$ cat src/sv/apg_pkg.sv
// apg_pkg: shared types, constants and the arctangent table of the arc point generator
// no dependencies; used by every apg_* module and by arc_point_generator
package apg_pkg;

  localparam int MAX_POINTS_DEF   = 64;
  localparam int CORDIC_STEPS_DEF = 24;
  localparam int FRAC_BITS        = 16;
  localparam int ANG_FRAC         = FRAC_BITS + 16;
  localparam int ATAN_N           = 32;
  localparam int QUEUE_DEPTH      = 4;
  localparam int DIV_W            = 49;
  localparam int RED_STEPS        = 16;
  localparam int MUL_DIGITS       = 5;
  localparam int D2R_W            = 55;

  localparam logic [63:0] PI_Q60 = 64'h3243F6A8885A308D;
  localparam logic [D2R_W-1:0] DEG2RAD_Q60 = D2R_W'(PI_Q60 / 64'd180);
  localparam logic [31:0] GAIN_Q32 = 32'h9B74EDA8;

  localparam logic [DIV_W-1:0] FULL_DEG = DIV_W'(360) << FRAC_BITS;
  localparam logic [40:0] FULL_ANG    = 41'd360 << ANG_FRAC;
  localparam logic [40:0] QUARTER_ANG = 41'd90 << ANG_FRAC;
  localparam logic [40:0] HALF_Q_ANG  = 41'd45 << ANG_FRAC;

  typedef enum logic [2:0] {
    REG_BAR_COUNT   = 3'd0,
    REG_FULL_CIRCLE = 3'd1,
    REG_START_ANGLE = 3'd2,
    REG_END_ANGLE   = 3'd3,
    REG_CENTER_X    = 3'd4,
    REG_CENTER_Y    = 3'd5,
    REG_ARC_RADIUS  = 3'd6,
    REG_BAR_AREA    = 3'd7
  } cfg_idx_t;

  typedef struct packed {
    logic [6:0]         bar_count;
    logic               full_circle;
    logic signed [31:0] start_angle;
    logic signed [31:0] end_angle;
    logic signed [31:0] center_x;
    logic signed [31:0] center_y;
    logic [30:0]        arc_radius;
    logic [30:0]        bar_area;
  } cfg_t;

  typedef struct packed {
    logic [7:0]         tag;
    logic [5:0]         idx;
    logic [1:0]         quad;
    logic signed [63:0] z;
    logic               empty;
    logic               last;
  } item_t;

  typedef struct packed {
    logic             go;
    logic [DIV_W-1:0] dividend;
    logic [6:0]       divisor;
  } div_req_t;

  typedef struct packed {
    logic             done;
    logic [DIV_W-1:0] quot;
  } div_rsp_t;

  typedef enum logic [3:0] {
    F_IDLE, F_EMPTY, F_DIV_FC, F_PREP, F_DIV_STEP, F_ANG, F_RED_INIT, F_RED,
    F_RFIX, F_QSEL, F_QADJ, F_MUL, F_PUSH
  } front_state_t;

  typedef enum logic [1:0] {B_IDLE, B_ITER, B_ROT, B_OUT} back_state_t;

  // arctangent table, 60 fraction bits, built at elaboration
  function automatic logic [ATAN_N*64-1:0] atan_table();
    logic [ATAN_N*64-1:0] t;
    logic signed [63:0]   acc;
    logic [63:0]          term;
    int                   e;
    int                   d;
    t = '0;
    for (int i = 0; i < ATAN_N; i++) begin
      if (i == 0) begin
        acc = $signed(PI_Q60 >> 2);
      end else begin
        acc = '0;
        for (int k = 0; k < 31; k++) begin
          e = i * (2 * k + 1);
          if (e <= 60) begin
            d = 2 * k + 1;
            term = (64'd1 << (60 - e)) / 64'(d);
            if (k % 2 == 1) acc = acc - $signed(term);
            else acc = acc + $signed(term);
          end
        end
      end
      t[i*64 +: 64] = acc;
    end
    return t;
  endfunction

endpackage

$ cat src/sv/apg_fifo.sv
// apg_fifo: short queue of point jobs between front and back end
// depends on apg_pkg (item_t, QUEUE_DEPTH)
module apg_fifo #(
  parameter int DEPTH = apg_pkg::QUEUE_DEPTH
) (
  input  logic           clk,
  input  logic           rst_n,
  input  logic           push_i,
  input  apg_pkg::item_t push_data_i,
  output logic           full_o,
  input  logic           pop_i,
  output apg_pkg::item_t pop_data_o,
  output logic           not_empty_o
);

  localparam int PW = (DEPTH > 1) ? $clog2(DEPTH) : 1;
  localparam int NW = $clog2(DEPTH + 1);

  apg_pkg::item_t mem_r [DEPTH];
  logic [PW-1:0]  wr_r, wr_nxt, rd_r, rd_nxt;
  logic [NW-1:0]  cnt_r, cnt_nxt;

  always_comb begin
    wr_nxt  = wr_r;
    rd_nxt  = rd_r;
    cnt_nxt = cnt_r;
    if (push_i) wr_nxt = (wr_r == PW'(DEPTH - 1)) ? '0 : PW'(wr_r + 1'b1);
    if (pop_i) rd_nxt = (rd_r == PW'(DEPTH - 1)) ? '0 : PW'(rd_r + 1'b1);
    if (push_i && !pop_i) cnt_nxt = cnt_r + 1'b1;
    else if (!push_i && pop_i) cnt_nxt = cnt_r - 1'b1;
  end

  always_ff @(posedge clk) begin
    if (!rst_n) begin
      wr_r  <= '0;
      rd_r  <= '0;
      cnt_r <= '0;
    end else begin
      wr_r  <= wr_nxt;
      rd_r  <= rd_nxt;
      cnt_r <= cnt_nxt;
    end
    if (push_i) mem_r[wr_r] <= push_data_i;
  end

  assign full_o      = (cnt_r == NW'(DEPTH));
  assign not_empty_o = (cnt_r != '0);
  assign pop_data_o  = mem_r[rd_r];

`ifndef SYNTHESIS
  a_no_overflow: assert property (@(posedge clk) disable iff (!rst_n) !(push_i && full_o))
    else $error("point queue written while full");
`endif

endmodule

$ cat config.mk
export PLATFORM = sky130hd
export DESIGN_NAME = apg_fifo
export DESIGN_NICKNAME = d
export VERILOG_FILES = /design/src/sv/apg_pkg.sv /design/src/sv/apg_fifo.sv
export SDC_FILE = /design/constraint.sdc
export NUM_CORES = 1
export LEC_CHECK = 0
export ABC_AREA = 1
export BUFFER_PORTS_ARGS = -buffer_cell sky130_fd_sc_hd__buf_2
export CAP_MARGIN = 10
export CORE_MARGIN = 1.5
export CORE_UTILIZATION = 40
export CTS_CLUSTER_DIAMETER = 30
export DETAILED_ROUTE_END_ITERATION = 6
export GPL_ROUTABILITY_DRIVEN = 0
export PLACE_DENSITY = 0.63
export SYNTH_ARGS = -nofsm -noshare
export SYNTH_HDL_FRONTEND = slang
export SYNTH_SLANG_ARGS = --single-unit
$ cat constraint.sdc
create_clock -name clk -period 3.2 [get_ports clk]
set_input_delay 0.16 -clock clk [delete_from_list [all_inputs] [get_ports clk]]
set_output_delay 0.16 -clock clk [all_outputs]
set_load 0.005 [all_outputs]
[Word-level counts from Yosys, hierarchy flattened]
Memories as Yosys holds them, arrays and structs flattened. A register that Yosys moved wholly into a read port is not among the register bits.
Index checks and enable logic that the tools add are counted.
Word-level totals
  memories: 1
  RAM bits: 328
  bits in registers: 7
  word-level logic and storage cells: 25
  bits of input ports: 86
Memory list
  mem_r: depth 4, width 82, read ports 1, clocked after memory_dff 1, write ports 1, line apg_fifo.sv:19  | apg_pkg::item_t mem_r [DEPTH];
Operators by class
  reductions and logical operators: 6
  equality and inequality tests: 3
  mux-type cells: 8
  $add $sub $neg: 4
Operator list (number)
  $mux W2: 4
  $mux W3: 2
  $add A2 B1 Y2 const B: 2
  $eq A2 B2 Y1 const B: 2
  $add A3 B1 Y3 const B: 1
  $eq A3 B3 Y1 const B: 1
  $reduce_bool A3 Y1: 1
  $sub A3 B1 Y3 const B: 1
  $logic_and A1 B1 Y1: 2
  $logic_not A1 Y1: 2
  $mux W1: 2
  $reduce_bool A2 Y1: 1

[Logic depth before layout (Yosys ltp)]
  depth in word-level cells: 4
  depth in mapped cells: 10
  depth with buffers taken out: 10

[Least setup slack after synthesis]
No wires, ideal clock.
  path type: register -> register
  start point: register wr_r[0]
  end point: memory mem_r[3][0] (netlist bit), enable pin
  required time: 2764 ps
  library setup time: 436 ps
  stages on the path, launching flop included: 4
  slack: 586 ps
  clock period less this slack: 2614 ps
  arrival time: 2178 ps
  path through: dfxtp_1 ha_1 nand2_1 inv_1
RTL lines
  start, declared: line apg_fifo.sv:20  | logic [PW-1:0] wr_r, wr_nxt, rd_r, rd_nxt;
  start signal, assigned: line apg_fifo.sv:39  | wr_r <= wr_nxt;
  end, declared: line apg_fifo.sv:19
Straight into the memory's write port.

==> impl_metrics.env <==
export IMPL_yosys_register_bits=337
export IMPL_cp_end_kind="primary output"
export IMPL_post_cts_setup_buffer_count=0
export IMPL_maxCapViolations=0
export IMPL_avgSynthCellArea_um2=14.9
export IMPL_cp_max_fo=82
export IMPL_min_path_type="input port to flip-flop"
export IMPL_path_cells="buf_4 > o21ai_0 > o22ai_1 > buf_2"
export IMPL_synth_compound_area_frac=0.114
export IMPL_finalHoldViolCount=0
export IMPL_h_tree_depth=3
export IMPL_crit_required_ps=3040
export IMPL_crit_path_start_kind="flip-flop"
export IMPL_nNetsFinal=1235
export IMPL_route_vias_total=8169
export IMPL_cp_top_family="buffers and inverters"
export IMPL_postRouteAntennaNets=0
export IMPL_powerDensity_nw_per_um2=799
export IMPL_p_total_w=0.0139
export IMPL_path_clk_slew_ps=50
export IMPL_syn2layout_area_growth_pct=36.6
export IMPL_wl_per_cell_um=18.3
export IMPL_coreArea_um2=31400
export IMPL_cts_root_buf="clkbuf_16"
export IMPL_hpwl_um=15600
export IMPL_cts_tree="yes"
export IMPL_syn_area_um2=12700
export IMPL_drcViolationCount=0
export IMPL_crit_path_top_delay_cell="buf_4"
export IMPL_grt_pass1_wl_um=44800
export IMPL_port_buffers=169
export IMPL_drive_gt1_frac=0.271
export IMPL_ys_types=25
export IMPL_rsz0062_at_grt="false"
export IMPL_antenna_found_initial=1
export IMPL_place_ws_ps=1260
export IMPL_clkLatencyLatePin_ps=550
export IMPL_status="complete, no violations"
export IMPL_grt_pass1_vias=8185
export IMPL_first_iter_violations=577
export IMPL_cts_sinks=337
export IMPL_post_route_period_util=0.776
export IMPL_synth_nets=946
export IMPL_post_cts_resize_count=0
export IMPL_fp_dieH_um=181
export IMPL_drt_wl_total_um=29400
export IMPL_grt_overflow=0
export IMPL_vias_per_cell=5.09
export IMPL_synthMuxAreaShare=0
export IMPL_final_setup_tns_ps=0
export IMPL_critical_path_max_stage_delay_ps=690
export IMPL_irDropWorstVdd_uv=345
export IMPL_layout_commonest_cell="edfxtp_1"
export IMPL_crit_arrival_ps=2320
export IMPL_seq_area_frac_synth=0.789
export IMPL_yosys_area_share_simple=0.0562
export IMPL_synth_xor_area_frac=0.000689
export IMPL_crit_type="flip-flop to primary output"
export IMPL_die_area_um2=32900
export IMPL_path_buf_inv=2
export IMPL_grtUsageTotal=0.177
export IMPL_synth_warnings=0
export IMPL_numCtsBuffers=73
export IMPL_dr_pass1_iters=4
export IMPL_finalSetupViolations=0
export IMPL_ios=170
export IMPL_synth_adder_area_share=0.00748
export IMPL_final_cell_mix="edfxtp_1, nor2_1, buf_2, o21ai_0, dlygate4sd3_1"
export IMPL_synth_cells=853
export IMPL_finish_utilization=0.553
export IMPL_worst_slack_ps=715
export IMPL_leakagePower_nw=6.33
export IMPL_cts_buffer_depth=3
export IMPL_finClkSkew_ps=19.4
export IMPL_drv_slew=0
export IMPL_grt_max_degree=165
export IMPL_start_util=0.405
export IMPL_fp_dieW_um=181
export IMPL_relSlewSlack=0.398
export IMPL_num_rows=65
export IMPL_fmax_ghz=0.402
export IMPL_synth_top_family_by_area="compound AO/OA/AOI/OAI gates"
export IMPL_period_needed_ps=2480
export IMPL_worst_slew_pin_slew_ps=904
==> Yosys cell counts <==
cell      instances  area, um^2
xor2_1            1        8.76
o21ai_0          87         435
nand4_1           1        6.26
buf_6            13         146
nand3_1           1        5.00
a21oi_1           3        15.0
o22ai_2           2        25.0
inv_4             1        6.26
dfxtp_1           9         180
fa_1              1        20.0
buf_2            18        90.1
inv_2             1        3.75
nor3_1            3        15.0
inv_1            14        52.6
edfxtp_1        328        9850
nor2_2            2        12.5
nand2_1           9        33.8
o21ai_2          18         158
nor2_1          171         642
buf_12            1        20.0
o21ai_1          62         310
clkbuf_1         14        52.6
o22ai_1          80         500
buf_4             7        52.6
ha_1              6        75.1
==> final timing paths <==
check                                    start        endpoint  slack, ps  depth (start not counted)
worst min register to register         wr_r[1]         wr_r[1]        520                          2
worst max register to register         wr_r[0]    mem_r[3][22]       1330                          4
worst min-delay path            push_data_i[0]     mem_r[1][0]        370                          2
worst max-delay path                 flip-flop  pop_data_o[11]        720                          4
==> logic make-up after synthesis <==
group,after synthesis
xor gates and xnor gates,1
and+or+nand+nor,187
adders and majority gates,7
DFF,337
AOI/OAI and AO/OA,252
buffers and inverters,69
==> registers in the layout, summed over array words and instances, names as in the netlist, named ones only <==
signal,count
mem_r,328
cnt_r,3
wr_r,2
rd_r,2
==> metal layers <==
metal | vias to the layer above | GRT usage | share of wire
li1 | 3826 | - | -
met1 | 4033 | 0.232 | 0.44
met2 | 252 | 0.290 | 0.47
met3 | 58 | 0.0401 | 0.061
met4 | 0 | 0.0643 | 0.021
met5 | - | 0 | 0
==> cell type report <==
class | count | area [um^2]
antenna | 2 | 5.00
clock buffer | 93 | 2100
clock inverter | 41 | 504
fill | 2546 | 14000
inverter | 16 | 76.3
multi-input combinational | 447 | 2260
sequential | 337 | 10000
tap | 402 | 503
timing repair buffer | 267 | 1880
==> stage by stage <==
stage	instance area (um^2)	hold WS, ps	instances
global placement	13900	376	1384
floorplan	12700	259	853
global route	17400	371	1603
detailed placement	13900	377	1384
CTS	17400	348	1603
finish	17400	367	1605
==> power by group <==
part	switching (W)	leakage, nW	internal [W]	total (W)
Clock	0.00228	1.27	0.00550	0.00778
Sequential	0.0000483	3.09	0.00506	0.00511
Combinational	0.000609	1.98	0.000389	0.000998
==> what timing repair did <==
item	4_1_cts	5_1_grt
hold buffers	85	0
hold endpoints to repair	337	0
setup endpoints to repair	0	0
Note: power is estimated with default switching activity, not from simulation.
