File: src/sv/apg_pkg.sv
// apg_pkg: shared types, constants and the arctangent table of the arc point generator
// no dependencies; used by every apg_* module and by arc_point_generator
package apg_pkg;

  localparam int MAX_POINTS_DEF   = 64;
  localparam int CORDIC_STEPS_DEF = 24;
  localparam int FRAC_BITS        = 16;
  localparam int ANG_FRAC         = FRAC_BITS + 16;
  localparam int ATAN_N           = 32;
  localparam int QUEUE_DEPTH      = 4;
  localparam int DIV_W            = 49;
  localparam int RED_STEPS        = 16;
  localparam int MUL_DIGITS       = 5;
  localparam int D2R_W            = 55;

  localparam logic [63:0] PI_Q60 = 64'h3243F6A8885A308D;
  localparam logic [D2R_W-1:0] DEG2RAD_Q60 = D2R_W'(PI_Q60 / 64'd180);
  localparam logic [31:0] GAIN_Q32 = 32'h9B74EDA8;

  localparam logic [DIV_W-1:0] FULL_DEG = DIV_W'(360) << FRAC_BITS;
  localparam logic [40:0] FULL_ANG    = 41'd360 << ANG_FRAC;
  localparam logic [40:0] QUARTER_ANG = 41'd90 << ANG_FRAC;
  localparam logic [40:0] HALF_Q_ANG  = 41'd45 << ANG_FRAC;

  typedef enum logic [2:0] {
    REG_BAR_COUNT   = 3'd0,
    REG_FULL_CIRCLE = 3'd1,
    REG_START_ANGLE = 3'd2,
    REG_END_ANGLE   = 3'd3,
    REG_CENTER_X    = 3'd4,
    REG_CENTER_Y    = 3'd5,
    REG_ARC_RADIUS  = 3'd6,
    REG_BAR_AREA    = 3'd7
  } cfg_idx_t;

  typedef struct packed {
    logic [6:0]         bar_count;
    logic               full_circle;
    logic signed [31:0] start_angle;
    logic signed [31:0] end_angle;
    logic signed [31:0] center_x;
    logic signed [31:0] center_y;
    logic [30:0]        arc_radius;
    logic [30:0]        bar_area;
  } cfg_t;

  typedef struct packed {
    logic [7:0]         tag;
    logic [5:0]         idx;
    logic [1:0]         quad;
    logic signed [63:0] z;
    logic               empty;
    logic               last;
  } item_t;

  typedef struct packed {
    logic             go;
    logic [DIV_W-1:0] dividend;
    logic [6:0]       divisor;
  } div_req_t;

  typedef struct packed {
    logic             done;
    logic [DIV_W-1:0] quot;
  } div_rsp_t;

  typedef enum logic [3:0] {
    F_IDLE, F_EMPTY, F_DIV_FC, F_PREP, F_DIV_STEP, F_ANG, F_RED_INIT, F_RED,
    F_RFIX, F_QSEL, F_QADJ, F_MUL, F_PUSH
  } front_state_t;

  typedef enum logic [1:0] {B_IDLE, B_ITER, B_ROT, B_OUT} back_state_t;

  // arctangent table, 60 fraction bits, built at elaboration
  function automatic logic [ATAN_N*64-1:0] atan_table();
    logic [ATAN_N*64-1:0] t;
    logic signed [63:0]   acc;
    logic [63:0]          term;
    int                   e;
    int                   d;
    t = '0;
    for (int i = 0; i < ATAN_N; i++) begin
      if (i == 0) begin
        acc = $signed(PI_Q60 >> 2);
      end else begin
        acc = '0;
        for (int k = 0; k < 31; k++) begin
          e = i * (2 * k + 1);
          if (e <= 60) begin
            d = 2 * k + 1;
            term = (64'd1 << (60 - e)) / 64'(d);
            if (k % 2 == 1) acc = acc - $signed(term);
            else acc = acc + $signed(term);
          end
        end
      end
      t[i*64 +: 64] = acc;
    end
    return t;
  endfunction

endpackage

File: src/sv/apg_div.sv
// apg_div: restoring divider, one quotient bit per cycle
// depends on apg_pkg (div_req_t, div_rsp_t, DIV_W)
module apg_div (
  input  logic              clk,
  input  logic              rst_n,
  input  apg_pkg::div_req_t req_i,
  output apg_pkg::div_rsp_t rsp_o
);

  localparam int W = apg_pkg::DIV_W;
  localparam int CW = $clog2(W + 1);

  logic          run_r, run_nxt;
  logic          done_r, done_nxt;
  logic [CW-1:0] cnt_r, cnt_nxt;
  logic [W-1:0]  sh_r, sh_nxt;
  logic [6:0]    rem_r, rem_nxt;
  logic [6:0]    dvs_r, dvs_nxt;
  logic [7:0]    trial;

  always_comb begin
    run_nxt  = run_r;
    done_nxt = 1'b0;
    cnt_nxt  = cnt_r;
    sh_nxt   = sh_r;
    rem_nxt  = rem_r;
    dvs_nxt  = dvs_r;
    trial    = {rem_r, sh_r[W-1]};
    if (req_i.go) begin
      run_nxt = 1'b1;
      cnt_nxt = CW'(W);
      sh_nxt  = req_i.dividend;
      rem_nxt = '0;
      dvs_nxt = req_i.divisor;
    end else if (run_r) begin
      if (trial >= {1'b0, dvs_r}) begin
        rem_nxt = 7'(trial - {1'b0, dvs_r});
        sh_nxt  = {sh_r[W-2:0], 1'b1};
      end else begin
        rem_nxt = trial[6:0];
        sh_nxt  = {sh_r[W-2:0], 1'b0};
      end
      cnt_nxt = cnt_r - 1'b1;
      if (cnt_r == CW'(1)) begin
        run_nxt  = 1'b0;
        done_nxt = 1'b1;
      end
    end
  end

  always_ff @(posedge clk) begin
    if (!rst_n) begin
      run_r  <= 1'b0;
      done_r <= 1'b0;
      cnt_r  <= '0;
    end else begin
      run_r  <= run_nxt;
      done_r <= done_nxt;
      cnt_r  <= cnt_nxt;
    end
    sh_r  <= sh_nxt;
    rem_r <= rem_nxt;
    dvs_r <= dvs_nxt;
  end

  assign rsp_o.done = done_r;
  assign rsp_o.quot = sh_r;

endmodule

File: config.mk
export PLATFORM = sky130hd
export DESIGN_NAME = apg_div
export DESIGN_NICKNAME = d
export VERILOG_FILES = /design/src/sv/apg_pkg.sv /design/src/sv/apg_div.sv
export SDC_FILE = /design/constraint.sdc
export NUM_CORES = 1
export LEC_CHECK = 0
export ABC_AREA = 1
export BUFFER_PORTS_ARGS = -buffer_cell sky130_fd_sc_hd__buf_4
export CORE_MARGIN = 2
export CORE_UTILIZATION = 37
export CTS_CLUSTER_DIAMETER = 50
export DETAILED_ROUTE_END_ITERATION = 8
export HOLD_SLACK_MARGIN = 0.15
export PLACE_DENSITY = 0.7
export RECOVER_POWER = 100
export SYNTH_ARGS = -nofsm -noshare
export SYNTH_HDL_FRONTEND = slang
export SYNTH_SLANG_ARGS = --single-unit
File: constraint.sdc
create_clock -name clk -period 2.7 [get_ports clk]
set_input_delay 0.54 -clock clk [delete_from_list [all_inputs] [get_ports clk]]
set_output_delay 0.54 -clock clk [all_outputs]
set_load 0.01 [all_outputs]
Word-level counts from Yosys, hierarchy flattened
Index checks and enable logic that the tools add are counted.
{"block": "word_totals", "ff_bits": 71, "in_bits": 59, "out_inout_bits": 50, "word_cells": 26}
{"block": "op_classes", "n_addsub": 2, "order_cmp": 1, "n_eq_ne": 1, "n_mux": 10, "bitwise_logic": 2, "reduce_logical": 3}
{"cell": "49-bit two-way mux", "count": 2}
{"cell": "6-bit two-way mux", "count": 2}
{"cell": "8-bit by 7-bit >= comparator with 1-bit output", "count": 1}
{"cell": "7-bit two-way mux", "count": 1}
{"cell": "7-bit subtractor", "count": 1}
{"cell": "6-bit by 1-bit equality test with 1-bit output, second input constant", "count": 1}
{"cell": "6-bit by 1-bit subtractor with 6-bit output, second input constant", "count": 1}
{"cell": "1-bit two-way mux", "count": 5}
{"cell": "3-bit OR reduction", "count": 1}
{"cell": "1-bit inverter", "count": 2}
{"cell": "2-bit nonzero test", "count": 1}
{"cell": "2-bit OR reduction", "count": 1}

Depth between registers and ports, before layout
{"block": "depth", "word_depth": 4, "depth_mapped": 12, "depth_no_buf": 12}

Worst setup path after synthesis
No wires, ideal clock.
{"block": "synth_path", "kind": "input to register", "from": "in req_i[56] in the netlist's numbering", "to": "reg sh_r[0], enable pin", "setup_time_ns": 0.405, "t_arrival_ns": 1.782, "required_time_ns": 2.295, "setup_slack_ns": 0.513, "path_stages": 3, "n_path_buf": 1, "path_cell_list": "buf_4 > nor2_1 > inv_1"}
{"block": "synth_between", "elab_chain_len": 1}
{"element": "start: declaration", "line_no": "apg_div.sv:6", "text": "input apg_pkg::div_req_t req_i,"}
{"element": "2-bit nonzero test (no line)"}
{"element": "end signal: assignment", "line_no": "apg_div.sv:61", "text": "sh_r <= sh_nxt;"}
{"element": "end: declaration", "line_no": "apg_div.sv:16", "text": "logic [W-1:0] sh_r, sh_nxt;"}
No other way between the ends.
A chain may end at the register's enable or synchronous reset.

Worst setup path after layout
{"block": "layout_path", "from": "in req_i[56] in the netlist's numbering", "to": "reg sh_r[25] (data pin)"}
{"block": "layout_between", "elab_chain_len": 1}
{"element": "49-bit two-way mux", "line_no": "apg_div.sv:29", "text": "if (req_i.go) begin"}
{"element": "net sh_nxt[25]", "line_no": "apg_div.sv:16"}
The timed path passes the listed nets, and every way through them passes these cells.

==> impl_results.md <==
* Internal reg-to-reg setup slack at 0.66 ns
* CTS resizes at 0
* Met2 WL post-DR at 3.92 mm
* Ports at 109
* Gr ovfl total at 0
* Routed wire length at 8.01 mm
* Core footprint at 9110 µm²
* Yosys warnings at 0
* RSZ-0062 raised after global routing: no
* Crit path required time at 2.79 ns
* Post-route DRC at 0
* Initial Utilization at 0.375
* DR iter-0 viols at 114
* Final Hold Viols at 0
* Crit. End Element: register
* Leak at 2.06 nW
* Postcts setup bufs at 0
* Post-DR vias/cell at 4.65
* Hold Crit Class: in -> reg
* Worst vdd ir at 0.000214 V
* HPWL Detailed at 5.78 mm
* Slew Viols, Final at 0
* Port bufs at 108
* CP Class: in -> reg
* Worst Tran Pin Value at 1.05 ns
* Num Clock Sinks at 71
* GP Congestion at 0.802
* Overall Power at 2.75 mW
* Std cell rows at 35
* Worst relative slew slack at 0.302
* Fmax at 464 MHz
* DP Area at 4330 µm²
* Final setup viols at 0
* DR WL/cell at 13.2 µm
* Die H at 100 µm
* WP data arrival at 2.25 ns
* Post-Synthesis Cells at 384
* Synth top area cells: edfxtp_1, nand2_1, dfxtp_1, inv_1, ha_1
* Cell Pwr Density at 632 nW/µm²
* Filler Cells Inserted at 920
* CTS tree: yes
* Post-Syn Nets at 453
* Initial DRT Pass Iterations at 6
* Initial antenna violation count at 0
* Die ar. at 10000 µm²
* Fin util at 0.477
* Die X at 100 µm
* Number of global-route vias before repair at 2706
* MaxCap Viol Count at 0
* CTS clk-pin slew, worst paths at 0.08 ns
* GRT Overall Usage at 0.164
* Share of cells above drive strength 1 at 0.173
* Inserted Clock Buffers at 9
* Period minus WS final at 2.15 ns
* Setup crit start kind: input port
* Met3 Wirelength at 339 µm
* DR vias at 2831
* DR top layer: met4
* Final ANT Viol Nets at 0
* Clock latency on the worst-skew pair at 0.35 ns
* H-tree depth at 3
* Synth Register Bits at 71
* Post-route setup TNS at 0 ns
* Worst Path Max Fanout at 58
* Global-route wire length before repair at 12.9 mm
* Syn Std Cell Area at 3420 µm²
* Area Growth Syn to Fin at 27.3%
* Fin crit share at 0.797
* Nets at 562
* Clock buffer depth at 2
* Hold buffer count at cts at 0
* Largest net degree at the start of global routing at 59
* Netlist cell types at 29
* Setup Skew at 0.0102 ns
* Yosys top cell by area: edfxtp_1
* Root buf cell: clkbuf_8
* Design area at 4350 µm²
* Antenna diodes at 0
* Met1 wire length at 3.65 mm
* Synthesized area per cell at 8.90 µm²
* Top-area cell type share of the netlist area at 0.492
* Status: finished clean
* Sequential fraction of the synthesis area at 0.580
==> cell families after synthesis <==
logic type	after synthesis	synth area share
buf+inv	47	0.0553
simple gates	242	0.295
fa+ha+maj	10	0.0388
compound gates	11	0.0227
xor+xnor	3	0.00769
flops	71	0.580
==> path summary, 6_finish.rpt <==
kind,start,to,depth (start not counted)
worst max-delay path,req_i[56],sh_r[25]$_DFFE_PP_,6
worst min-delay path,req_i[6],dvs_r[6]$_DFFE_PP_,1
worst max register to register,run_r$_SDFF_PN0_,sh_r[29]$_DFFE_PP_,2
worst min register to register,rem_r[5]$_SDFFE_PP0P_,rem_r[5]$_SDFFE_PP0P_,2
==> layout make-up <==
| cell class | count | area, µm² | share of cell area |
|---|---|---|---|
| Sequential cell | 71 | 1980 | 0.456 |
| Multi-Input combinational cell | 266 | 1240 | 0.285 |
| Timing Repair Buffer | 111 | 639 | 0.147 |
| Tap cell | 111 | 139 | 0.0320 |
| Inverter | 34 | 128 | 0.0294 |
| Clock buffer | 9 | 124 | 0.0285 |
| Clock inverter | 7 | 96.3 | 0.0222 |
==> worst max-delay path, stage by stage <==
cell	delay [ns]
clkbuf_4	0.11
buf_4	0.48
inv_1	0.41
clkbuf_1	0.44
nand2_1	0.15
nand2_1	0.07
==> Yosys cell counts <==
master	number
inv_2	2
nor3_2	1
ha_1	9
a31oi_1	2
a21oi_1	2
and3_1	1
o21ai_2	1
dfxtp_1	15
buf_2	4
a211oi_1	2
nand3_4	1
nand3_2	2
o21ai_0	3
xor2_1	3
nand2_2	1
buf_4	2
nor2_4	1
nor2_1	12
or2_4	1
clkbuf_1	7
nand3b_1	5
nand3_1	17
inv_1	32
nor2_2	2
fa_1	1
edfxtp_1	56
nand2_1	196
a21oi_4	1
nand4_1	2
==> state kept, by name, indices dropped and copies added, names as in the netlist <==
| signal | cells |
|---|---|
| run_r | 1 |
| sh_r | 49 |
| dvs_r | 7 |
| rem_r | 7 |
| cnt_r | 6 |
| done_r | 1 |
==> placed cells by master (no fill, tap or decap), drive strengths merged <==
cell,instances
fa,1
buf,51
nand2,197
inv,35
xor2,3
nand3b,5
or2,1
o21ai,4
a31oi,2
dfxtp,15
clkinvlp,2
nor2,15
nand3,20
nor3,1
and3,1
nand4,2
a211oi,2
edfxtp,56
clkinv,2
a21oi,3
ha,9
bufinv,2
clkbuf,69
==> through the flow <==
step	hold WS, ns	worst slack [ns]	cells
2_1_floorplan	0.444	0.513	384
3_3_place_gp	0.458	0.514	593
3_5_place_dp	0.460	0.498	593
4_1_cts	0.353	0.630	609
5_1_grt	0.375	0.337	609
6_report	0.389	0.547	609
==> layer usage <==
layer	track usage	up-vias
li1	-	1440
met1	0.214	1302
met2	0.268	80
met3	0.0320	9
met4	0.0706	0
met5	0	-
==> power by group <==
part	internal, mW	switching, mW
clock	0.522	0.417
sequential	1.31	0.0640
combinational	0.173	0.266
No activity file was read; power rests on OpenSTA's default activity.
