[src/sv/apg_pkg.sv]
// apg_pkg: shared types, constants and the arctangent table of the arc point generator
// no dependencies; used by every apg_* module and by arc_point_generator
package apg_pkg;

  localparam int MAX_POINTS_DEF   = 64;
  localparam int CORDIC_STEPS_DEF = 24;
  localparam int FRAC_BITS        = 16;
  localparam int ANG_FRAC         = FRAC_BITS + 16;
  localparam int ATAN_N           = 32;
  localparam int QUEUE_DEPTH      = 4;
  localparam int DIV_W            = 49;
  localparam int RED_STEPS        = 16;
  localparam int MUL_DIGITS       = 5;
  localparam int D2R_W            = 55;

  localparam logic [63:0] PI_Q60 = 64'h3243F6A8885A308D;
  localparam logic [D2R_W-1:0] DEG2RAD_Q60 = D2R_W'(PI_Q60 / 64'd180);
  localparam logic [31:0] GAIN_Q32 = 32'h9B74EDA8;

  localparam logic [DIV_W-1:0] FULL_DEG = DIV_W'(360) << FRAC_BITS;
  localparam logic [40:0] FULL_ANG    = 41'd360 << ANG_FRAC;
  localparam logic [40:0] QUARTER_ANG = 41'd90 << ANG_FRAC;
  localparam logic [40:0] HALF_Q_ANG  = 41'd45 << ANG_FRAC;

  typedef enum logic [2:0] {
    REG_BAR_COUNT   = 3'd0,
    REG_FULL_CIRCLE = 3'd1,
    REG_START_ANGLE = 3'd2,
    REG_END_ANGLE   = 3'd3,
    REG_CENTER_X    = 3'd4,
    REG_CENTER_Y    = 3'd5,
    REG_ARC_RADIUS  = 3'd6,
    REG_BAR_AREA    = 3'd7
  } cfg_idx_t;

  typedef struct packed {
    logic [6:0]         bar_count;
    logic               full_circle;
    logic signed [31:0] start_angle;
    logic signed [31:0] end_angle;
    logic signed [31:0] center_x;
    logic signed [31:0] center_y;
    logic [30:0]        arc_radius;
    logic [30:0]        bar_area;
  } cfg_t;

  typedef struct packed {
    logic [7:0]         tag;
    logic [5:0]         idx;
    logic [1:0]         quad;
    logic signed [63:0] z;
    logic               empty;
    logic               last;
  } item_t;

  typedef struct packed {
    logic             go;
    logic [DIV_W-1:0] dividend;
    logic [6:0]       divisor;
  } div_req_t;

  typedef struct packed {
    logic             done;
    logic [DIV_W-1:0] quot;
  } div_rsp_t;

  typedef enum logic [3:0] {
    F_IDLE, F_EMPTY, F_DIV_FC, F_PREP, F_DIV_STEP, F_ANG, F_RED_INIT, F_RED,
    F_RFIX, F_QSEL, F_QADJ, F_MUL, F_PUSH
  } front_state_t;

  typedef enum logic [1:0] {B_IDLE, B_ITER, B_ROT, B_OUT} back_state_t;

  // arctangent table, 60 fraction bits, built at elaboration
  function automatic logic [ATAN_N*64-1:0] atan_table();
    logic [ATAN_N*64-1:0] t;
    logic signed [63:0]   acc;
    logic [63:0]          term;
    int                   e;
    int                   d;
    t = '0;
    for (int i = 0; i < ATAN_N; i++) begin
      if (i == 0) begin
        acc = $signed(PI_Q60 >> 2);
      end else begin
        acc = '0;
        for (int k = 0; k < 31; k++) begin
          e = i * (2 * k + 1);
          if (e <= 60) begin
            d = 2 * k + 1;
            term = (64'd1 << (60 - e)) / 64'(d);
            if (k % 2 == 1) acc = acc - $signed(term);
            else acc = acc + $signed(term);
          end
        end
      end
      t[i*64 +: 64] = acc;
    end
    return t;
  endfunction

endpackage

[src/sv/apg_back.sv]
// apg_back: CORDIC rotation of the radius, quadrant fix-up, rounding,
// centre offset and saturation; drives the result registers; uses apg_pkg
module apg_back #(
  parameter int CORDIC_STEPS = apg_pkg::CORDIC_STEPS_DEF
) (
  input  logic               clk,
  input  logic               rst_n,
  input  logic               not_empty_i,
  output logic               pop_o,
  input  apg_pkg::item_t     item_i,
  input  apg_pkg::cfg_t      cfg_i,
  output logic               busy_o,
  output logic               out_valid_o,
  output logic [7:0]         out_tag_echo_o,
  output logic [5:0]         out_bar_index_o,
  output logic signed [31:0] out_pos_x_o,
  output logic signed [31:0] out_pos_y_o,
  output logic [30:0]        out_area_out_o,
  output logic               out_empty_res_o,
  output logic               out_last_o
);

  localparam int IW = $clog2(CORDIC_STEPS);
  localparam logic [apg_pkg::ATAN_N*64-1:0] ATAN_ALL = apg_pkg::atan_table();

  apg_pkg::back_state_t state_r, state_nxt;

  logic [7:0]         tag_r;
  logic [5:0]         idx_r;
  logic [1:0]         quad_r;
  logic               empty_r, last_r;
  logic signed [49:0] x_r, y_r;
  logic signed [63:0] z_r;
  logic [IW-1:0]      i_r;
  logic signed [33:0] rx_r, ry_r;

  logic               out_valid_r;
  logic [7:0]         out_tag_r;
  logic [5:0]         out_idx_r;
  logic signed [31:0] out_x_r, out_y_r;
  logic [30:0]        out_area_r;
  logic               out_empty_r, out_last_r;

  logic [62:0]        gain_prod;
  logic signed [49:0] xs, ys, xq, yq, xrnd, yrnd;
  logic signed [63:0] atan_i;
  logic signed [35:0] sum_x, sum_y;

  function automatic logic signed [31:0] sat32(input logic signed [35:0] v);
    logic signed [31:0] r;
    if (v > 36'sd2147483647) r = 32'sh7FFFFFFF;
    else if (v < -36'sd2147483648) r = 32'sh80000000;
    else r = v[31:0];
    return r;
  endfunction

  assign gain_prod = 63'({32'b0, cfg_i.arc_radius} * {31'b0, apg_pkg::GAIN_Q32});
  assign xs        = x_r >>> i_r;
  assign ys        = y_r >>> i_r;
  assign atan_i    = $signed(ATAN_ALL[i_r*64 +: 64]);
  assign sum_x     = 36'(cfg_i.center_x) + 36'(rx_r);
  assign sum_y     = 36'(cfg_i.center_y) + 36'(ry_r);

  always_comb begin
    unique case (quad_r)
      2'd1: begin xq = -y_r; yq = x_r; end
      2'd2: begin xq = -x_r; yq = -y_r; end
      2'd3: begin xq = y_r;  yq = -x_r; end
      default: begin xq = x_r; yq = y_r; end
    endcase
    xrnd = xq + 50'sd32768;
    yrnd = yq + 50'sd32768;
  end

  always_ff @(posedge clk) begin
    if (!rst_n) begin
      state_r     <= apg_pkg::B_IDLE;
      out_valid_r <= 1'b0;
    end else begin
      state_r     <= state_nxt;
      out_valid_r <= (state_r == apg_pkg::B_OUT);
    end
  end

  always_comb begin
    state_nxt = state_r;
    pop_o     = 1'b0;
    unique case (state_r)
      apg_pkg::B_IDLE: begin
        if (not_empty_i) begin
          pop_o     = 1'b1;
          state_nxt = item_i.empty ? apg_pkg::B_OUT : apg_pkg::B_ITER;
        end
      end
      apg_pkg::B_ITER: begin
        if (i_r == IW'(CORDIC_STEPS - 1)) state_nxt = apg_pkg::B_ROT;
      end
      apg_pkg::B_ROT: state_nxt = apg_pkg::B_OUT;
      apg_pkg::B_OUT: state_nxt = apg_pkg::B_IDLE;
      default: state_nxt = apg_pkg::B_IDLE;
    endcase
  end

  always_ff @(posedge clk) begin
    unique case (state_r)
      apg_pkg::B_IDLE: begin
        tag_r   <= item_i.tag;
        idx_r   <= item_i.idx;
        quad_r  <= item_i.quad;
        empty_r <= item_i.empty;
        last_r  <= item_i.last;
        x_r     <= $signed({3'b0, gain_prod[62:16]});
        y_r     <= '0;
        z_r     <= item_i.z;
        i_r     <= '0;
      end
      apg_pkg::B_ITER: begin
        if (!z_r[63]) begin
          x_r <= x_r - ys;
          y_r <= y_r + xs;
          z_r <= z_r - atan_i;
        end else begin
          x_r <= x_r + ys;
          y_r <= y_r - xs;
          z_r <= z_r + atan_i;
        end
        i_r <= i_r + 1'b1;
      end
      apg_pkg::B_ROT: begin
        rx_r <= xrnd[49:16];
        ry_r <= yrnd[49:16];
      end
      apg_pkg::B_OUT: begin
        out_tag_r   <= tag_r;
        out_empty_r <= empty_r;
        out_last_r  <= last_r;
        if (empty_r) begin
          out_idx_r  <= '0;
          out_x_r    <= '0;
          out_y_r    <= '0;
          out_area_r <= '0;
        end else begin
          out_idx_r  <= idx_r;
          out_x_r    <= sat32(sum_x);
          out_y_r    <= sat32(sum_y);
          out_area_r <= cfg_i.bar_area;
        end
      end
      default: ;
    endcase
  end

  assign busy_o          = (state_r != apg_pkg::B_IDLE);
  assign out_valid_o     = out_valid_r;
  assign out_tag_echo_o  = out_tag_r;
  assign out_bar_index_o = out_idx_r;
  assign out_pos_x_o     = out_x_r;
  assign out_pos_y_o     = out_y_r;
  assign out_area_out_o  = out_area_r;
  assign out_empty_res_o = out_empty_r;
  assign out_last_o      = out_last_r;

endmodule

[config.mk]
export PLATFORM = sky130hd
export DESIGN_NAME = apg_back
export DESIGN_NICKNAME = d
export VERILOG_FILES = /design/src/sv/apg_pkg.sv /design/src/sv/apg_back.sv
export SDC_FILE = /design/constraint.sdc
export NUM_CORES = 2
export LEC_CHECK = 0
export BUFFER_PORTS_ARGS = -buffer_cell sky130_fd_sc_hd__buf_2
export CAP_MARGIN = 20
export CORE_UTILIZATION = 50
export DETAILED_ROUTE_END_ITERATION = 12
export PLACE_DENSITY = 0.68
export SETUP_SLACK_MARGIN = 0.15
export SYNTH_ARGS = -nofsm -noshare
export SYNTH_HDL_FRONTEND = slang
export SYNTH_SLANG_ARGS = --single-unit
[constraint.sdc]
create_clock -name clk -period 23.2 [get_ports clk]
set_input_delay 1.16 -clock clk [delete_from_list [all_inputs] [get_ports clk]]
set_output_delay 1.16 -clock clk [all_outputs]
set_load 0.005 [all_outputs]
==> Yosys cells after proc, flatten, opt, wreduce, memory -nomap -nowiden <==
Index checks and enable logic that the tools add are counted.
{ "word_totals": {"output_inout_bits": 114, "reg_bits": 369, "input_bits": 283, "wordCells": 77} }
{ "classes": {"n_lt_le_gt_ge": 4, "n_eq_ne": 9, "multipliers": 1, "shift": 3, "reduce_logical": 6, "n_mux": 19, "add_sub_neg": 13} }
{ "op_table": {"columns": ["operator", "count"], "rows": [
  ["$shiftx 2048x12->64 const A", 1],
  ["$pmux 50 s3", 2],
  ["$pmux 50 s2", 2],
  ["$pmux 64 s2", 1],
  ["$add 50x17->50 const B", 2],
  ["$add 50x50->50", 2],
  ["$mux 50", 2],
  ["$neg 50->50", 2],
  ["$sshr 50x5->50", 2],
  ["$sub 50x50->50", 2],
  ["$add 32x34->35", 2],
  ["$gt 35x32->1 const B", 2],
  ["$lt 35x32->1 const B", 2],
  ["$add 64x64->64", 1],
  ["$mux 32", 2],
  ["$mux 64", 1],
  ["$sub 64x64->64", 1],
  ["$mux 31", 2],
  ["$mul 31x29->60 const B", 1],
  ["$pmux 5 s2", 1],
  ["$eq 2x2->1 const B", 4],
  ["$pmux 2 s4", 1],
  ["$mux 2", 3],
  ["$add 5x1->5 const B", 1],
  ["other kinds (8)", 13]
]} }

==> Longest topological paths before layout <==
{ "logic_depth": {"word_depth": 4, "mapped_depth": 37, "depth_no_buf": 29} }

==> Worst setup path before layout <==
Ideal clock, no wire load.
{ "synth_path": {"path_type": "input to register", "start": "in cfg_i[39] in the netlist's numbering", "end": "reg x_r[36] (data pin)", "required_ps": 22933, "arrival_time_ps": 8073, "n_path_buf": 0, "setup_slack_ps": 14860, "stages": 26, "setup_ps": 267, "path_cell_list": "inv_1 > fa_1 > fa_1 > inv_1 > fa_1 > inv_1 > fa_1 > inv_1 > fa_1 > fa_1 > fa_1 > inv_1 > fa_1 > inv_1 > ha_1 > a21o_1 > a21o_1 > nor3_1 > o21ai_0 > a2111oi_0 > o31ai_1 > a221oi_1 > o21bai_1 > a21oi_1 > xor2_1 > o21ai_0"} }
{ "synth_between": {"elab_chain_cells": 2} }
{ "synth_lines": {"columns": ["item", "line_no", "rtl"], "rows": [
  ["start, declared", "apg_back.sv:11", "input apg_pkg::cfg_t cfg_i,"],
  ["$mul 31x29->60", "apg_back.sv:57", "assign gain_prod = 63'({32'b0, cfg_i.arc_radius} * {31'b0, apg_pkg::GAIN_Q32});"],
  ["$pmux 50 s2", "apg_back.sv:105", "unique case (state_r)"],
  ["end signal, assigned", "apg_back.sv:112", "x_r <= $signed({3'b0, gain_prod[62:16]});"],
  ["end signal, assigned", "apg_back.sv:119", "x_r <= x_r - ys;"],
  ["end signal, assigned", "apg_back.sv:123", "x_r <= x_r + ys;"],
  ["end, declared", "apg_back.sv:32", "logic signed [49:0] x_r, y_r;"]
]} }
Every way passes these cells.
A chain may end at the register's enable or synchronous reset.

==> Worst setup path after layout <==
{ "layout_path": {"start": "reg i_r[1]", "end": "reg x_r[48] (data pin)"} }
{ "layout_between": {"elab_chain_cells": 4, "word_cells_on_any_way": 5, "classes_between": "2 x add/sub; 1 x shift; 2 x mux"} }
{ "layout_lines": {"columns": ["item", "line_no", "rtl"], "rows": [
  ["start, declared", "apg_back.sv:34", "logic [IW-1:0] i_r;"],
  ["start signal, assigned", "apg_back.sv:127", "i_r <= i_r + 1'b1;"],
  ["$sshr 50x5->50 *", "apg_back.sv:59", "assign ys = y_r >>> i_r;"],
  ["$sub 50x50->50 or $add 50x50->50 (tied branches)", "apg_back.sv:119, apg_back.sv:123", null],
  ["$mux 50 *", "apg_back.sv:118", "if (!z_r[63]) begin"],
  ["$pmux 50 s2 *", "apg_back.sv:105", null]
]} }
Every way passes the cells marked *; elsewhere a longest branch is shown, timed or not.

==> metrics.md <==
| Metric | Value |
|---|---|
| Htree depth | 2 |
| Hold Path Class | reg2reg |
| Final Hold Vio Count | 0 |
| # rows | 125 |
| Sequential cell area fraction in the yosys report | 18.8% |
| Starting Density | 50.5% |
| DRC viols | 0 |
| Die width | 345 µm |
| Hold_buf cts | 0 |
| Clock sinks | 369 |
| Worst Hold Launch | tag_r[1] |
| Die Span Y | 345 µm |
| Total CTS buffers | 46 |
| Wire length per cell | 21.8 µm |
| Yosys Warn Count | 0 |
| CTS clk-pin slew, worst paths | 0.07 ns |
| Post-CTS Setup Bufs | 0 |
| Post-route cell area | 63,000 µm² |
| Synth-to-Final Area Change | 7.03% |
| Hold_ws | 0.419 ns |
| Core ar. | 117,000 µm² |
| Slowest cell on crit path | buf_4 |
| Final Cycle Share | 41.4% |
| Worst-skew pair later-pin latency | 0.63 ns |
| # nets final | 7,728 |
| Crit path kind | reg2reg |
| Fin Clk Skew | 0.0321 ns |
| Post-Synthesis Cells | 6,311 |
| # setup viols final | 0 |
| Final wirelength | 174,000 µm |
| Crit path capture type | flip-flop |
| ANT nets after route | 0 |
| # IOs | 397 |
| Post-synth EDFFs | 366 |
| Filler Cell Count | 10,500 |
| Placed inst area | 61,500 µm² |
| Tmin final | 9.60 ns |
| DR vias | 48,900 |
| Max_slew headroom | 14.6% |
| Area leader, netlist | edfxtp_1 |
| Layout cell share with drive strength beyond 1 | 12.5% |
| Setup TNS Final | 0 ns |
| Initial antenna violation count | 3 |
| Area share of the largest cell type after synthesis | 18.7% |
| Ys async rst share | 0% |
| Startpoint Class | flip-flop |
| CTS Buffer Depth | 3 |
| Number of vias per cell | 6.15 |
| Reg2Reg Launch Point | i_r[1] |
| Die Area | 119,000 µm² |
| PortBufs | 324 |
| Worst slew pin tran | 1.28 ns |
| Cell variety after synth | 97 |
| Max-slew violations | 0 |
| CP Launch Point | i_r[1] |
| CTS root buffer | clkbuf_16 |
| Pin count of the biggest net entering global routing | 177 |
| Vias in the first global route | 48,200 |
| First-pass GRT wire length | 270,000 µm |
| Number of iterations in the first detailed-routing pass | 8 |
| Total of max-cap violations | 0 |
| Critical path data required time | 23.56 ns |
| Crit path DAT | 9.96 ns |
| CP Max Fanout | 107 |
| #FFs+latches synth | 369 |
| Max stage delay on crit path | 0.76 ns |
| Status | finished clean |
| Largest cells by area after synthesis | edfxtp_1 (19%), fa_1 (15%), ha_1 (13%) |
| RD Place Congestion | 1.01 |
| Dpl ws | 13.47 ns |
| Post-Syn Area per Cell | 9.33 µm² |
| GRT Util Overall | 28.5% |
| Post-DP HPWL | 137,000 µm |
| Worst Slack Setup Final | 13.60 ns |
| CTS tree | built |
| Main synth FF type | edfxtp_1 |
| Netlist Area Pre-Place | 58,900 µm² |
| Post-CTS Resized | 0 |
| Total gr overflow | 0 |
| Peak Freq | 0.104 GHz |
| Net Count, Synth | 7,647 |
| DRT iter0 DRCs | 4,550 |
| RSZ-0062 raised after global routing | false |
[metal layers]
metal  global-route usage (%)  vias up  share of wire [%]
met3                     5.25      382                8.5
met5                        0        -             0.0075
met2                     46.7     2131                 46
li1                         -    22800                  -
met4                     11.5        2                4.3
met1                     37.2    23600                 41
[Yosys cell counts, types with 15 or more instances]
| cell type | n |
|---|---|
| inv_1 | 709 |
| ha_1 | 607 |
| fa_1 | 446 |
| a21oi_1 | 419 |
| nor2_1 | 397 |
| nand2_1 | 388 |
| edfxtp_1 | 366 |
| o21ai_0 | 327 |
| xnor2_1 | 272 |
| clkbuf_1 | 223 |
| xor2_1 | 177 |
| mux4_2 | 170 |
| a21o_1 | 153 |
| mux2i_1 | 135 |
| mux2_2 | 115 |
| nand3_1 | 107 |
| nor3_1 | 93 |
| nor2b_1 | 89 |
| a211oi_1 | 71 |
| a31oi_1 | 63 |
| nand2b_1 | 58 |
| and2_1 | 54 |
| and3_1 | 54 |
| o21a_1 | 54 |
| buf_1 | 53 |
| o211ai_1 | 51 |
| buf_2 | 49 |
| o31ai_1 | 47 |
| or3_1 | 45 |
| nand4_1 | 40 |
| o22ai_1 | 36 |
| nor4_1 | 33 |
| o21bai_1 | 26 |
| or2_2 | 25 |
| a221oi_1 | 23 |
| a211o_1 | 17 |
| a22oi_1 | 17 |
| a41oi_1 | 17 |
| o221ai_1 | 15 |
[final cells by class]
type | count | area (µm²) | share of cell area, %
clock buffers | 53 | 1180 | 1.87
well taps | 1524 | 1910 | 3.02
clock inverters | 32 | 370 | 0.588
multi-input cells | 4892 | 43800 | 69.6
repair buffers | 370 | 2000 | 3.18
diodes | 1 | 2.50 | 0.00397
flip-flops and latches | 369 | 11100 | 17.5
inverters | 713 | 2680 | 4.25
[logic make-up (layout without fill, tap and decap cells)]
family / Yosys count / after routing / synth area share (%)
AOI/OAI and AO/OA: 1503 / 1503 / 16.4
adders and majority gates: 1053 / 1053 / 28.1
and+or+nand+nor: 1467 / 1467 / 12.2
xor gates and xnor gates: 449 / 449 / 6.68
other: 0 / 1 / 0
buffers and inverters: 1050 / 1168 / 6.90
muxes: 420 / 420 / 11.0
DFF: 369 / 369 / 18.8
[layout by cell type, fill, tap and decap left out, drive strengths merged, types with 53 or more instances in the layout]
cell,count
inv,713
ha,607
fa,446
a21oi,419
nor2,398
nand2,388
buf,370
edfxtp,366
o21ai,329
xnor2,272
xor2,177
mux4,170
a21o,153
mux2i,135
mux2,115
nand3,107
nor3,97
nor2b,89
a211oi,72
a31oi,63
nand2b,58
and2,55
and3,54
o21a,54
clkbuf,53
[through the flow]
| stage | instances | utilization, % |
|---|---|---|
| 2_1_floorplan | 6311 | - |
| 3_3_place_gp | 7868 | 52.8 |
| 3_5_place_dp | 7868 | 52.8 |
| 4_1_cts | 7953 | 54.1 |
| 5_1_grt | 7953 | 54.1 |
| 6_report | 7954 | 54.1 |
[critical path: cells and delay by family (launching register included)]
kind                     cells  cell delay (ns)
AND/OR/NAND/NOR              8             2.92
AO/OA/AOI/OAI               10             2.63
buffers and inverters        2             1.30
multiplexers                 2             0.86
adder cells (fa/ha/maj)      2             0.73
flip-flops                   1             0.59
XOR/XNOR                     1             0.18
[registers in the layout (all words and copies together), names as in the netlist]
name / count
empty_r: 1
ry_r: 34
rx_r: 34
out_empty_res_o: 1
i_r: 5
y_r: 50
state_r: 2
out_pos_x_o: 32
idx_r: 6
quad_r: 2
x_r: 50
out_area_out_o: 31
z_r: 64
out_bar_index_o: 6
out_pos_y_o: 32
out_tag_echo_o: 8
tag_r: 8
out_valid_o: 1
out_last_o: 1
last_r: 1
[path summary, 6_finish.rpt]
path,cells past startpoint,slack [ns],to
worst max-delay path,25,13.60,x_r[48]
worst min-delay path,0,0.42,out_tag_echo_o[1]
worst max register to register,25,13.60,x_r[48]
worst min register to register,0,0.42,out_tag_echo_o[1]
Power is not shown: default switching activity piles up to over one toggle a cycle in this logic, so the estimate is an artifact.
